===== src/rtl/alu8b_pkg.sv =====
// alu8b_pkg: widths, function codes and the booth cell state for the 8-bit alu
// no dependencies; imported by every module of alu_8bit_booth_flags
`default_nettype none

package alu8b_pkg;

  // operand width; the accumulator holds a full product
  localparam int unsigned DataWidth = 8;
  localparam int unsigned AccWidth  = 2 * DataWidth;
  // one booth radix-2 step per cell
  localparam int unsigned NumSteps  = DataWidth;

  typedef logic [3:0] func_t;

  localparam func_t FuncAdd = 4'd1;
  localparam func_t FuncSub = 4'd2;
  localparam func_t FuncMul = 4'd3;
  localparam func_t FuncAnd = 4'd4;
  localparam func_t FuncOr  = 4'd5;
  localparam func_t FuncNot = 4'd6;
  localparam func_t FuncXor = 4'd7;
  localparam func_t FuncShr = 4'd8;
  localparam func_t FuncShl = 4'd9;

  // state handed from cell to cell; {hi, lo} is the accumulator at the end
  typedef struct packed {
    logic                 mul;  // item is a multiply and takes booth steps
    logic [DataWidth-1:0] m;    // multiplicand
    logic [DataWidth-1:0] hi;   // booth partial sum, upper result half
    logic [DataWidth-1:0] lo;   // booth multiplier, lower result half
    logic                 qn1;  // booth q(-1) bit
  } cell_t;

endpackage

`default_nettype wire


===== src/rtl/alu8b_entry.sv =====
// alu8b_entry: decodes the function code and forms the first cell state
// depends on alu8b_pkg; non-multiply results are finished here
`default_nettype none

module alu8b_entry (
  input  alu8b_pkg::func_t                   func_i,
  input  logic [alu8b_pkg::DataWidth-1:0]    op_a_i,
  input  logic [alu8b_pkg::DataWidth-1:0]    op_b_i,
  output alu8b_pkg::cell_t                   state_o
);
  import alu8b_pkg::*;

  logic [DataWidth-1:0] b_neg;
  logic [DataWidth-1:0] addend;
  logic [DataWidth:0]   sum;

  assign b_neg  = ~op_b_i + 1'b1;
  assign addend = (func_i == FuncSub) ? b_neg : op_b_i;
  assign sum    = {1'b0, op_a_i} + {1'b0, addend};

  always_comb begin
    state_o.mul = 1'b0;
    state_o.m   = op_a_i;
    state_o.hi  = '0;
    state_o.lo  = '0;
    state_o.qn1 = 1'b0;
    unique case (func_i)
      FuncAdd, FuncSub: begin
        state_o.hi = DataWidth'(sum[DataWidth]);
        state_o.lo = sum[DataWidth-1:0];
      end
      FuncMul: begin
        state_o.mul = 1'b1;
        state_o.lo  = op_b_i;
      end
      FuncAnd: state_o.lo = op_a_i & op_b_i;
      FuncOr:  state_o.lo = op_a_i | op_b_i;
      FuncNot: state_o.lo = ~op_a_i;
      FuncXor: state_o.lo = op_a_i ^ op_b_i;
      FuncShr: state_o.lo = {1'b0, op_a_i[DataWidth-1:1]};
      FuncShl: state_o.lo = {op_a_i[DataWidth-2:0], 1'b0};
      default: state_o.lo = '0;
    endcase
  end

endmodule

`default_nettype wire


===== src/rtl/alu8b_booth_cell.sv =====
// alu8b_booth_cell: one registered booth radix-2 step with its own handshake
// depends on alu8b_pkg; non-multiply items pass through unchanged
`default_nettype none

module alu8b_booth_cell (
  input  logic             clk_i,
  input  logic             rst_ni,
  input  logic             valid_i,
  output logic             ready_o,
  input  alu8b_pkg::cell_t state_i,
  output logic             valid_o,
  input  logic             ready_i,
  output alu8b_pkg::cell_t state_o
);
  import alu8b_pkg::*;

  logic                 valid_q;
  cell_t                state_q, state_d;
  logic [DataWidth-1:0] psum;

  assign ready_o = !valid_q || ready_i;

  always_comb begin
    unique case ({state_i.lo[0], state_i.qn1})
      2'b10:   psum = state_i.hi - state_i.m;
      2'b01:   psum = state_i.hi + state_i.m;
      default: psum = state_i.hi;
    endcase
    state_d = state_i;
    if (state_i.mul) begin
      state_d.hi  = {psum[DataWidth-1], psum[DataWidth-1:1]};
      state_d.lo  = {psum[0], state_i.lo[DataWidth-1:1]};
      state_d.qn1 = state_i.lo[0];
    end
  end

  always_ff @(posedge clk_i or negedge rst_ni) begin
    if (!rst_ni) begin
      valid_q <= 1'b0;
    end else if (ready_o) begin
      valid_q <= valid_i;
    end
  end

  always_ff @(posedge clk_i) begin
    if (valid_i && ready_o) begin
      state_q <= state_d;
    end
  end

  assign valid_o = valid_q;
  assign state_o = state_q;

  // a held request keeps its state
  a_hold: assert property (@(posedge clk_i) disable iff (!rst_ni)
    valid_q && !ready_i |=> valid_q && $stable(state_q))
    else $error("booth cell lost a stalled request");

  // non-multiply items are not touched
  a_pass: assert property (@(posedge clk_i) disable iff (!rst_ni)
    valid_i && ready_o && !state_i.mul |=> state_q == $past(state_i))
    else $error("booth cell altered a non-multiply request");

  // booth step records the shifted-out multiplier bit
  a_qn1: assert property (@(posedge clk_i) disable iff (!rst_ni)
    valid_i && ready_o && state_i.mul |=> state_q.qn1 == $past(state_i.lo[0]))
    else $error("booth cell q(-1) wrong");

endmodule

`default_nettype wire


===== src/rtl/alu8b_out.sv =====
// alu8b_out: output register with accumulator flags
// depends on alu8b_pkg; fed by the last booth cell
`default_nettype none

module alu8b_out (
  input  logic                                clk_i,
  input  logic                                rst_ni,
  input  logic                                valid_i,
  output logic                                ready_o,
  input  alu8b_pkg::cell_t                    state_i,
  output logic                                valid_o,
  input  logic                                ready_i,
  output logic [alu8b_pkg::AccWidth-1:0]      acc_o,
  output logic                                zero_o,
  output logic                                carry_o,
  output logic                                sign_o,
  output logic                                ovf_o
);
  import alu8b_pkg::*;

  logic                valid_q;
  logic [AccWidth-1:0] acc_d, acc_q;
  logic                zero_q, carry_q, sign_q, ovf_q;

  assign ready_o = !valid_q || ready_i;
  assign acc_d   = {state_i.hi, state_i.lo};

  always_ff @(posedge clk_i or negedge rst_ni) begin
    if (!rst_ni) begin
      valid_q <= 1'b0;
    end else if (ready_o) begin
      valid_q <= valid_i;
    end
  end

  always_ff @(posedge clk_i) begin
    if (valid_i && ready_o) begin
      acc_q   <= acc_d;
      zero_q  <= (acc_d == '0);
      carry_q <= |acc_d[AccWidth-1:DataWidth];
      sign_q  <= acc_d[DataWidth-1];
      ovf_q   <= |acc_d[AccWidth-1:DataWidth-1];
    end
  end

  assign valid_o = valid_q;
  assign acc_o   = acc_q;
  assign zero_o  = zero_q;
  assign carry_o = carry_q;
  assign sign_o  = sign_q;
  assign ovf_o   = ovf_q;

endmodule

`default_nettype wire


===== src/rtl/alu_8bit_booth_flags.sv =====
// alu_8bit_booth_flags: top level, 8-bit alu with booth multiply and flags
// depends on alu8b_pkg, alu8b_entry, alu8b_booth_cell, alu8b_out
//
//   channel | handshake               | payload
//   --------+-------------------------+-------------------------------------
//   in      | in_valid_i / in_ready_o | func_i, op_a_i, op_b_i
//   out     | out_valid_o/out_ready_i | acc_o, zero/carry/sign/overflow flag
//
// one request per cycle sustained while the output is ready; each passes the
// row of booth cells, one radix-2 step per cell, then the output register
// every request walks the whole row; non-multiply results are formed on entry
// and ride along unchanged so the order is kept
// each cell has its own ready, so bubbles close up when the output stalls and
// requests keep entering until the row is full
// reset clears only valid bits; payload registers are not reset
`default_nettype none

module alu_8bit_booth_flags (
  input  logic                                clk_i,
  input  logic                                rst_ni,
  input  logic                                in_valid_i,
  output logic                                in_ready_o,
  input  alu8b_pkg::func_t                    func_i,
  input  logic [alu8b_pkg::DataWidth-1:0]     op_a_i,
  input  logic [alu8b_pkg::DataWidth-1:0]     op_b_i,
  output logic                                out_valid_o,
  input  logic                                out_ready_i,
  output logic [alu8b_pkg::AccWidth-1:0]      acc_o,
  output logic                                zero_flag_o,
  output logic                                carry_flag_o,
  output logic                                sign_flag_o,
  output logic                                overflow_flag_o
);
  import alu8b_pkg::*;

  // chain links: index k feeds cell k, index NumSteps feeds the output stage
  cell_t link_state [NumSteps+1];
  logic  link_valid [NumSteps+1];
  logic  link_ready [NumSteps+1];

  // decode and non-multiply ops
  alu8b_entry u_entry (
    .func_i  (func_i),
    .op_a_i  (op_a_i),
    .op_b_i  (op_b_i),
    .state_o (link_state[0])
  );

  assign link_valid[0] = in_valid_i;
  assign in_ready_o    = link_ready[0];

  // row of booth cells, one step each
  for (genvar k = 0; k < NumSteps; k++) begin : g_cell
    alu8b_booth_cell u_cell (
      .clk_i   (clk_i),
      .rst_ni  (rst_ni),
      .valid_i (link_valid[k]),
      .ready_o (link_ready[k]),
      .state_i (link_state[k]),
      .valid_o (link_valid[k+1]),
      .ready_i (link_ready[k+1]),
      .state_o (link_state[k+1])
    );
  end

  // result register and flags
  alu8b_out u_out (
    .clk_i   (clk_i),
    .rst_ni  (rst_ni),
    .valid_i (link_valid[NumSteps]),
    .ready_o (link_ready[NumSteps]),
    .state_i (link_state[NumSteps]),
    .valid_o (out_valid_o),
    .ready_i (out_ready_i),
    .acc_o   (acc_o),
    .zero_o  (zero_flag_o),
    .carry_o (carry_flag_o),
    .sign_o  (sign_flag_o),
    .ovf_o   (overflow_flag_o)
  );

  // an empty output register never blocks the input
  a_no_stall: assert property (@(posedge clk_i) disable iff (!rst_ni)
    !out_valid_o |-> in_ready_o)
    else $error("input stalled with empty output");

  // carry implies overflow since 255 is above 127
  a_flag_order: assert property (@(posedge clk_i) disable iff (!rst_ni)
    out_valid_o && carry_flag_o |-> overflow_flag_o)
    else $error("carry without overflow");

  // zero result has no other flag set
  a_zero_alone: assert property (@(posedge clk_i) disable iff (!rst_ni)
    out_valid_o && zero_flag_o |-> !carry_flag_o && !sign_flag_o && !overflow_flag_o)
    else $error("zero result with other flags");

endmodule

`default_nettype wire

===== config.mk =====
export PLATFORM = sky130hd
export DESIGN_NAME = alu_8bit_booth_flags
export DESIGN_NICKNAME = d
export VERILOG_FILES = /design/src/rtl/alu8b_pkg.sv /design/src/rtl/alu8b_entry.sv /design/src/rtl/alu8b_booth_cell.sv /design/src/rtl/alu8b_out.sv /design/src/rtl/alu_8bit_booth_flags.sv
export SDC_FILE = /design/constraint.sdc
export NUM_CORES = 1
export LEC_CHECK = 0
export BUFFER_PORTS_ARGS = -buffer_cell sky130_fd_sc_hd__buf_2
export CORE_MARGIN = 1.5
export CORE_UTILIZATION = 60
export DETAILED_ROUTE_END_ITERATION = 6
export PLACE_DENSITY = 0.77
export SLEW_MARGIN = 10
export SYNTH_ARGS = -nofsm -noshare
export SYNTH_HDL_FRONTEND = slang
export SYNTH_HIERARCHICAL = 1
export SYNTH_SLANG_ARGS = --single-unit

===== constraint.sdc =====
create_clock -name clk_i -period 4.5 [get_ports clk_i]
set_input_delay 0.45 -clock clk_i [delete_from_list [all_inputs] [get_ports clk_i]]
set_output_delay 0.45 -clock clk_i [all_outputs]
set_load 0.03 [all_outputs]

==> flow_metrics.env, run 1 <==
export IMPL_status="finished clean"
export IMPL_syn_inst=1250
export IMPL_coreArea_um2=23400
export IMPL_die_x_um=157
export IMPL_end_kind="register"
export IMPL_setup_slack_ns=0.443
export IMPL_setup_tns_final_ns=0
export IMPL_drc=0
export IMPL_power_switching_mw=3.44
export IMPL_cts_root_buffer_cell="clkbuf_16"
export IMPL_final_hold_viol_count=0
export IMPL_grt_overflow=0
export IMPL_initial_core_util=0.611
export IMPL_crit_path_max_fanout=3
export IMPL_fmax_mhz=246
export IMPL_clk_path_buf_depth=3
export IMPL_skew_ns=0.0239
export IMPL_wirelength_um=27500
export IMPL_p_clk_frac=0.216
export IMPL_timing_rr_end="g_cell[7].u_cell/state_o[16]"
export IMPL_cts_tree="done"
export IMPL_grt_total_usage=0.226
export IMPL_finalCriticalPeriod_ns=4.06
export IMPL_critical_path_endpoint="g_cell[0].u_cell/state_o[14]"
export IMPL_worstPathRequired_ns=4.74
export IMPL_dp_hpwl_um=20500
export IMPL_worst_pin_slew_ns=1.15
export IMPL_io_pin_count=46
export IMPL_r2r_slack_ns=1.48
export IMPL_viasPerCell=5.94
export IMPL_diodes=0
export IMPL_path_class="in -> reg"
export IMPL_grt_setup_unrepaired="false"
export IMPL_vias=9550
export IMPL_relSlewSlack=0.236
export IMPL_slew_violations=0
export IMPL_die_h_um=157
export IMPL_finalSetupViolations=0
export IMPL_cts_max_level=1
export IMPL_min_period_over_period=0.902
export IMPL_drtIter0Drc=567
export IMPL_grt_pass1_wl_um=44500
export IMPL_critPathLaunchType="input pin"
export IMPL_seq_power_share=0.383
export IMPL_post_cts_buffers=0
export IMPL_first_pass_iters=5
export IMPL_place_ws_ns=0.0378
export IMPL_critPathArrivalTime_ns=4.30
export IMPL_comb_power_share=0.402
export IMPL_vdd_ir_drop_max_v=0.000358
export IMPL_grt_pass1_vias=9282
export IMPL_p_int_mw=6.18
export IMPL_gp_congestion=0.914
export IMPL_clkTransAtPathRegs_ns=0.06
export IMPL_power_leakage_nw=6.01
export IMPL_startpoint="func_i[0]"
export IMPL_place_area_um2=14700
export IMPL_port_buffers=45
export IMPL_cap_violations=0
export IMPL_avgSynthCellArea_um2=11.4
export IMPL_hp_class="in -> reg"
export IMPL_netlist_area_um2=14300
export IMPL_r2r_cells=9
export IMPL_multi_input_area_um2=7050
export IMPL_die_area_um2=24800
export IMPL_wire_per_inst_um=17.1
export IMPL_antenna_left=0
export IMPL_fin_area_um2=15600
export IMPL_antenna_found_initial=0
export IMPL_ys_warn_count=6
export IMPL_r2r_start="g_cell[6].u_cell/state_o[1]"
export IMPL_layout_nets=1403
export IMPL_cts_sinks=226
export IMPL_sw_frac_of_total=0.357
export IMPL_synthToLayoutAreaGrowth_pct=8.76
export IMPL_regArea_um2=6740
export IMPL_pwr_density_cell_nw_per_um2=618
export IMPL_numCtsBuffers=24
export IMPL_grt_max_degree=31
export IMPL_rows=56
export IMPL_clk_latency_ns=0.53
export IMPL_layout_drive_gt1_share=0.120
export IMPL_fillers=1771
==> registers in the layout, indices dropped and copies added, names as in the netlist <==
name / flops
g_cell.u_cell/state_o: 198
u_out/acc_o: 16
g_cell.u_cell/valid_o: 8
u_out/carry_o: 1
u_out/ovf_o: 1
u_out/valid_o: 1
u_out/zero_o: 1
==> routing by layer <==
layer | up-vias | track usage | routed length [um]
li1 | 4739 | - | -
met1 | 4576 | 0.257 | 11100
met2 | 185 | 0.436 | 14600
met3 | 50 | 0.0322 | 1190
met4 | 0 | 0.0638 | 673
met5 | - | 0 | 0
==> power groups by stage <==
stage	Sequential, mW	Clock (mW)	Combinational (mW)
finish	3.68	2.07	3.86
global route	3.76	2.18	4.29
CTS	3.68	2.12	3.87
detailed placement	3.72	0	3.82
global placement	3.69	0	3.74
floorplan	3.59	0	3.09
==> cells in the final DEF (no fill, tap or decap), drive strengths merged, types with 18 or more instances in the layout <==
cell type	n
edfxtp	217
ha	98
nor2	75
inv	56
nand2	44
xor2	54
xnor2	44
mux2	74
nor3	32
a21o	25
mux2i	41
a21oi	109
o21ai	41
nand2b	29
buf	55
nor2b	18
nand3	20
clkbuf	26
a31oi	22
==> final cells by class <==
type / count / share of cell area
timing repair buffer: 56 / 0.0200
tap: 319 / 0.0257
sequential: 226 / 0.433
clock inverter: 18 / 0.0155
inverter: 55 / 0.0133
multi-input combinational: 909 / 0.453
clock buffer: 26 / 0.0391
==> stage by stage <==
stage	hold slack, ns	utilization	cells	power, mW
after global placement	0.331	0.628	1564	7.43
after CTS	0.149	0.665	1609	9.67
after floorplan	0.154	-	1257	6.68
final	0.162	0.665	1609	9.61
after detailed placement	0.330	0.628	1564	7.54
after global routing	0.149	0.665	1609	10.2
==> worst min path at each step <==
| stage | from | to | slack [ns] | depth (start not counted) |
|---|---|---|---|---|
| 4_1_cts | in_valid_i | g_cell[0].u_cell/valid_o | 0.15 | 2 |
| 6_report | in_valid_i | g_cell[0].u_cell/valid_o | 0.16 | 2 |
| 2_1_floorplan | rst_ni | g_cell[0].u_cell/valid_o | 0.15 | 0 |
| 3_3_place_gp | rst_ni | u_out/valid_o | 0.33 | 1 |
| 3_5_place_dp | rst_ni | u_out/valid_o | 0.33 | 1 |
| 5_1_grt | in_valid_i | g_cell[0].u_cell/valid_o | 0.15 | 2 |
==> worst max-delay path: stages <==
cell	delay [ns]
buf_2	0.10
nand2b_1	0.14
or3_1	0.40
mux2_4	0.35
fa_1	0.40
a211oi_1	0.22
o21ai_0	0.18
and3_1	0.22
o31a_1	0.28
ha_1	0.28
fa_1	0.42
a21o_1	0.20
a21oi_1	0.21
o21ai_0	0.16
xnor2_1	0.15
o221ai_1	0.12
==> what timing repair did <==
item                      4_1_cts  5_1_grt
hold endpoints to repair        9        0
gates resized for setup         0        0
hold buffers                    1        0
Power figures use the tool's default switching activity.
==> inputs of run 2 (changes only) <==
--- a/config.mk
+++ b/config.mk
@@ -5,11 +5,13 @@
 export SDC_FILE = /design/constraint.sdc
 export NUM_CORES = 1
 export LEC_CHECK = 0
-export BUFFER_PORTS_ARGS = -buffer_cell sky130_fd_sc_hd__buf_2
+export CORE_ASPECT_RATIO = 2
 export CORE_MARGIN = 1.5
 export CORE_UTILIZATION = 60
 export DETAILED_ROUTE_END_ITERATION = 6
-export PLACE_DENSITY = 0.77
+export DONT_BUFFER_PORTS = 1
+export MAX_ROUTING_LAYER = met4
+export PLACE_DENSITY = 0.76
 export SLEW_MARGIN = 10
 export SYNTH_ARGS = -nofsm -noshare
 export SYNTH_HDL_FRONTEND = slang
==> flow_metrics.env, run 2 (same netlist as run 1, synthesis figures left out) <==
export IMPL_grt_total_usage=0.267
export IMPL_diodes=0
export IMPL_crit_chain="nand2b_1 > or3_1 > buf_4 > nor2_1 > xnor2_1 > ha_1 > a211oi_1 > o21ai_0 > and3_1 > o31a_1 > ha_1 > fa_1 > a21o_1 > a21oi_1 > o21ai_0 > xnor2_1 > o221ai_1"
export IMPL_fin_area_um2=15200
export IMPL_cts_resized=0
export IMPL_violations="DRC"
export IMPL_viasPerCell=6.35
export IMPL_path_buf_inv=1
export IMPL_post_cts_buffers=0
export IMPL_wire_per_inst_um=21.0
export IMPL_grt_setup_unrepaired="false"
export IMPL_cp_slowest_cell="fa_1"
export IMPL_drtIter0Drc=390
export IMPL_clk_path_buf_depth=3
export IMPL_grt_pass1_vias=10241
export IMPL_final_hold_viol_count=0
export IMPL_place_ws_ns=0.173
export IMPL_layout_nets=1354
export IMPL_port_buffers=0
export IMPL_coreArea_um2=23300
export IMPL_synthToLayoutAreaGrowth_pct=6.46
export IMPL_path_delay_family="compound AO/OA/AOI/OAI gates"
export IMPL_finalCriticalPeriod_ns=3.82
export IMPL_finalPower_mw=9.71
export IMPL_antenna_found_initial=0
export IMPL_grt_pass1_wl_um=50100
export IMPL_cts_tree="done"
export IMPL_first_pass_iters=7
export IMPL_numCtsBuffers=21
export IMPL_cts_max_level=1
export IMPL_largest_reg_flops=198
export IMPL_dp_hpwl_um=25100
export IMPL_grt_overflow=0
export IMPL_relSlewSlack=0.202
export IMPL_worst_pin_slew_ns=1.20
export IMPL_clkTransAtPathRegs_ns=0.07
export IMPL_place_area_um2=14400
export IMPL_setup_tns_final_ns=0
export IMPL_gp_congestion=0.978
export IMPL_final_common_cell="edfxtp_1"
export IMPL_drc=3
export IMPL_slew_violations=0
export IMPL_min_period_over_period=0.848
export IMPL_end_kind="register"
export IMPL_skew_ns=0.0179
export IMPL_rows=79
export IMPL_antenna_left=0
export IMPL_finalSetupViolations=0
export IMPL_setup_slack_ns=0.683
export IMPL_critPathLaunchType="input pin"
export IMPL_critPathArrivalTime_ns=4.07
export IMPL_io_pin_count=46
export IMPL_grt_max_degree=32
export IMPL_pwr_density_cell_nw_per_um2=638
export IMPL_layout_drive_gt1_share=0.0840
export IMPL_crit_path_max_fanout=22
export IMPL_cap_violations=0
export IMPL_hp_class="in -> reg"
export IMPL_die_h_um=221
export IMPL_die_area_um2=24800
export IMPL_final_cell_mix="217 x edfxtp_1, 109 x a21oi_1, 98 x ha_1, 75 x nor2_1, 54 x xor2_1"
export IMPL_power_leakage_nw=5.82
export IMPL_path_class="in -> reg"
export IMPL_cts_root_buffer_cell="clkbuf_16"
export IMPL_fmax_mhz=262
export IMPL_r2r_slack_ns=0.98
export IMPL_status="finished, violations left"
export IMPL_clk_latency_ns=0.52
export IMPL_vias=9661
export IMPL_initial_core_util=0.613
export IMPL_max_stage_delay_ns=0.41
export IMPL_vdd_ir_drop_max_v=0.000267
export IMPL_die_x_um=112
export IMPL_cts_sinks=226
export IMPL_wirelength_um=32000
export IMPL_worstPathRequired_ns=4.76
==> run 2: cell count changes in the layout (fill, tap and decap cells not counted), sizes merged <==
cell and change:
bufinv +2, buf -46, clkbuf -3, inv +2
clkinvlp -2, clkinv -5
==> run 2: area by class of cell <==
class / count / area [um2]
fillers: 1795 / 8100
multi-input cells: 909 / 7050
flip-flops and latches: 226 / 6740
clock buffers: 23 / 533
well taps: 283 / 354
clock inverters: 15 / 265
inverters: 55 / 206
repair buffers: 10 / 77.6
==> run 2: worst reg2reg max path: stages, from the launching register on <==
cell,delay (ns)
edfxtp_1,0.39
inv_1,0.10
ha_1,0.38
mux2_1,0.43
ha_1,0.32
a211oi_1,0.78
o21ai_1,0.20
a221o_1,0.41
a21oi_1,0.19
xor2_1,0.09
==> run 2: layer usage <==
layer	wire length (um)	up-vias	track usage
met3	803	151	0.0277
met5	0	-	-
met2	19700	247	0.567
met1	8630	4636	0.176
li1	-	4627	-
met4	2860	0	0.209
==> run 2: per-stage QoR <==
stage / util / hold slack, ns / cells
final: 0.653 / 0.0252 / 1521
after global routing: 0.653 / 0.0163 / 1521
after CTS: 0.653 / 0.0162 / 1521
after detailed placement: 0.618 / 0.155 / 1482
after global placement: 0.618 / 0.155 / 1482
after floorplan: - / 0.154 / 1257
==> run 2: path summary, 6_finish.rpt <==
path / cells past startpoint / end / start
hold / removal: 0 / g_cell[0].u_cell/state_o[24] / op_a_i[7]
max in group asynchronous: 1 / g_cell[0].u_cell/valid_o / rst_ni
setup / recovery: 17 / g_cell[0].u_cell/state_o[14] / func_i[0]
min in group asynchronous: 1 / g_cell[4].u_cell/valid_o / rst_ni
hold reg to reg: 0 / u_out/acc_o[3] / g_cell[7].u_cell/state_o[4]
setup reg to reg: 9 / g_cell[4].u_cell/state_o[16] / g_cell[3].u_cell/state_o[1]
==> run 2: power by group <==
group	switching, mW	total (mW)	internal [mW]
clock	0.785	2.05	1.27
sequential	0.647	3.82	3.17
combinational	2.13	3.84	1.71
total	3.56	9.71	6.15
==> run 2: repair_timing <==
item                                    in CTS  in global routing
endpoints found under the setup margin       0                  0
hold endpoints to repair                     9                  0
hold buffers                                 1                  0
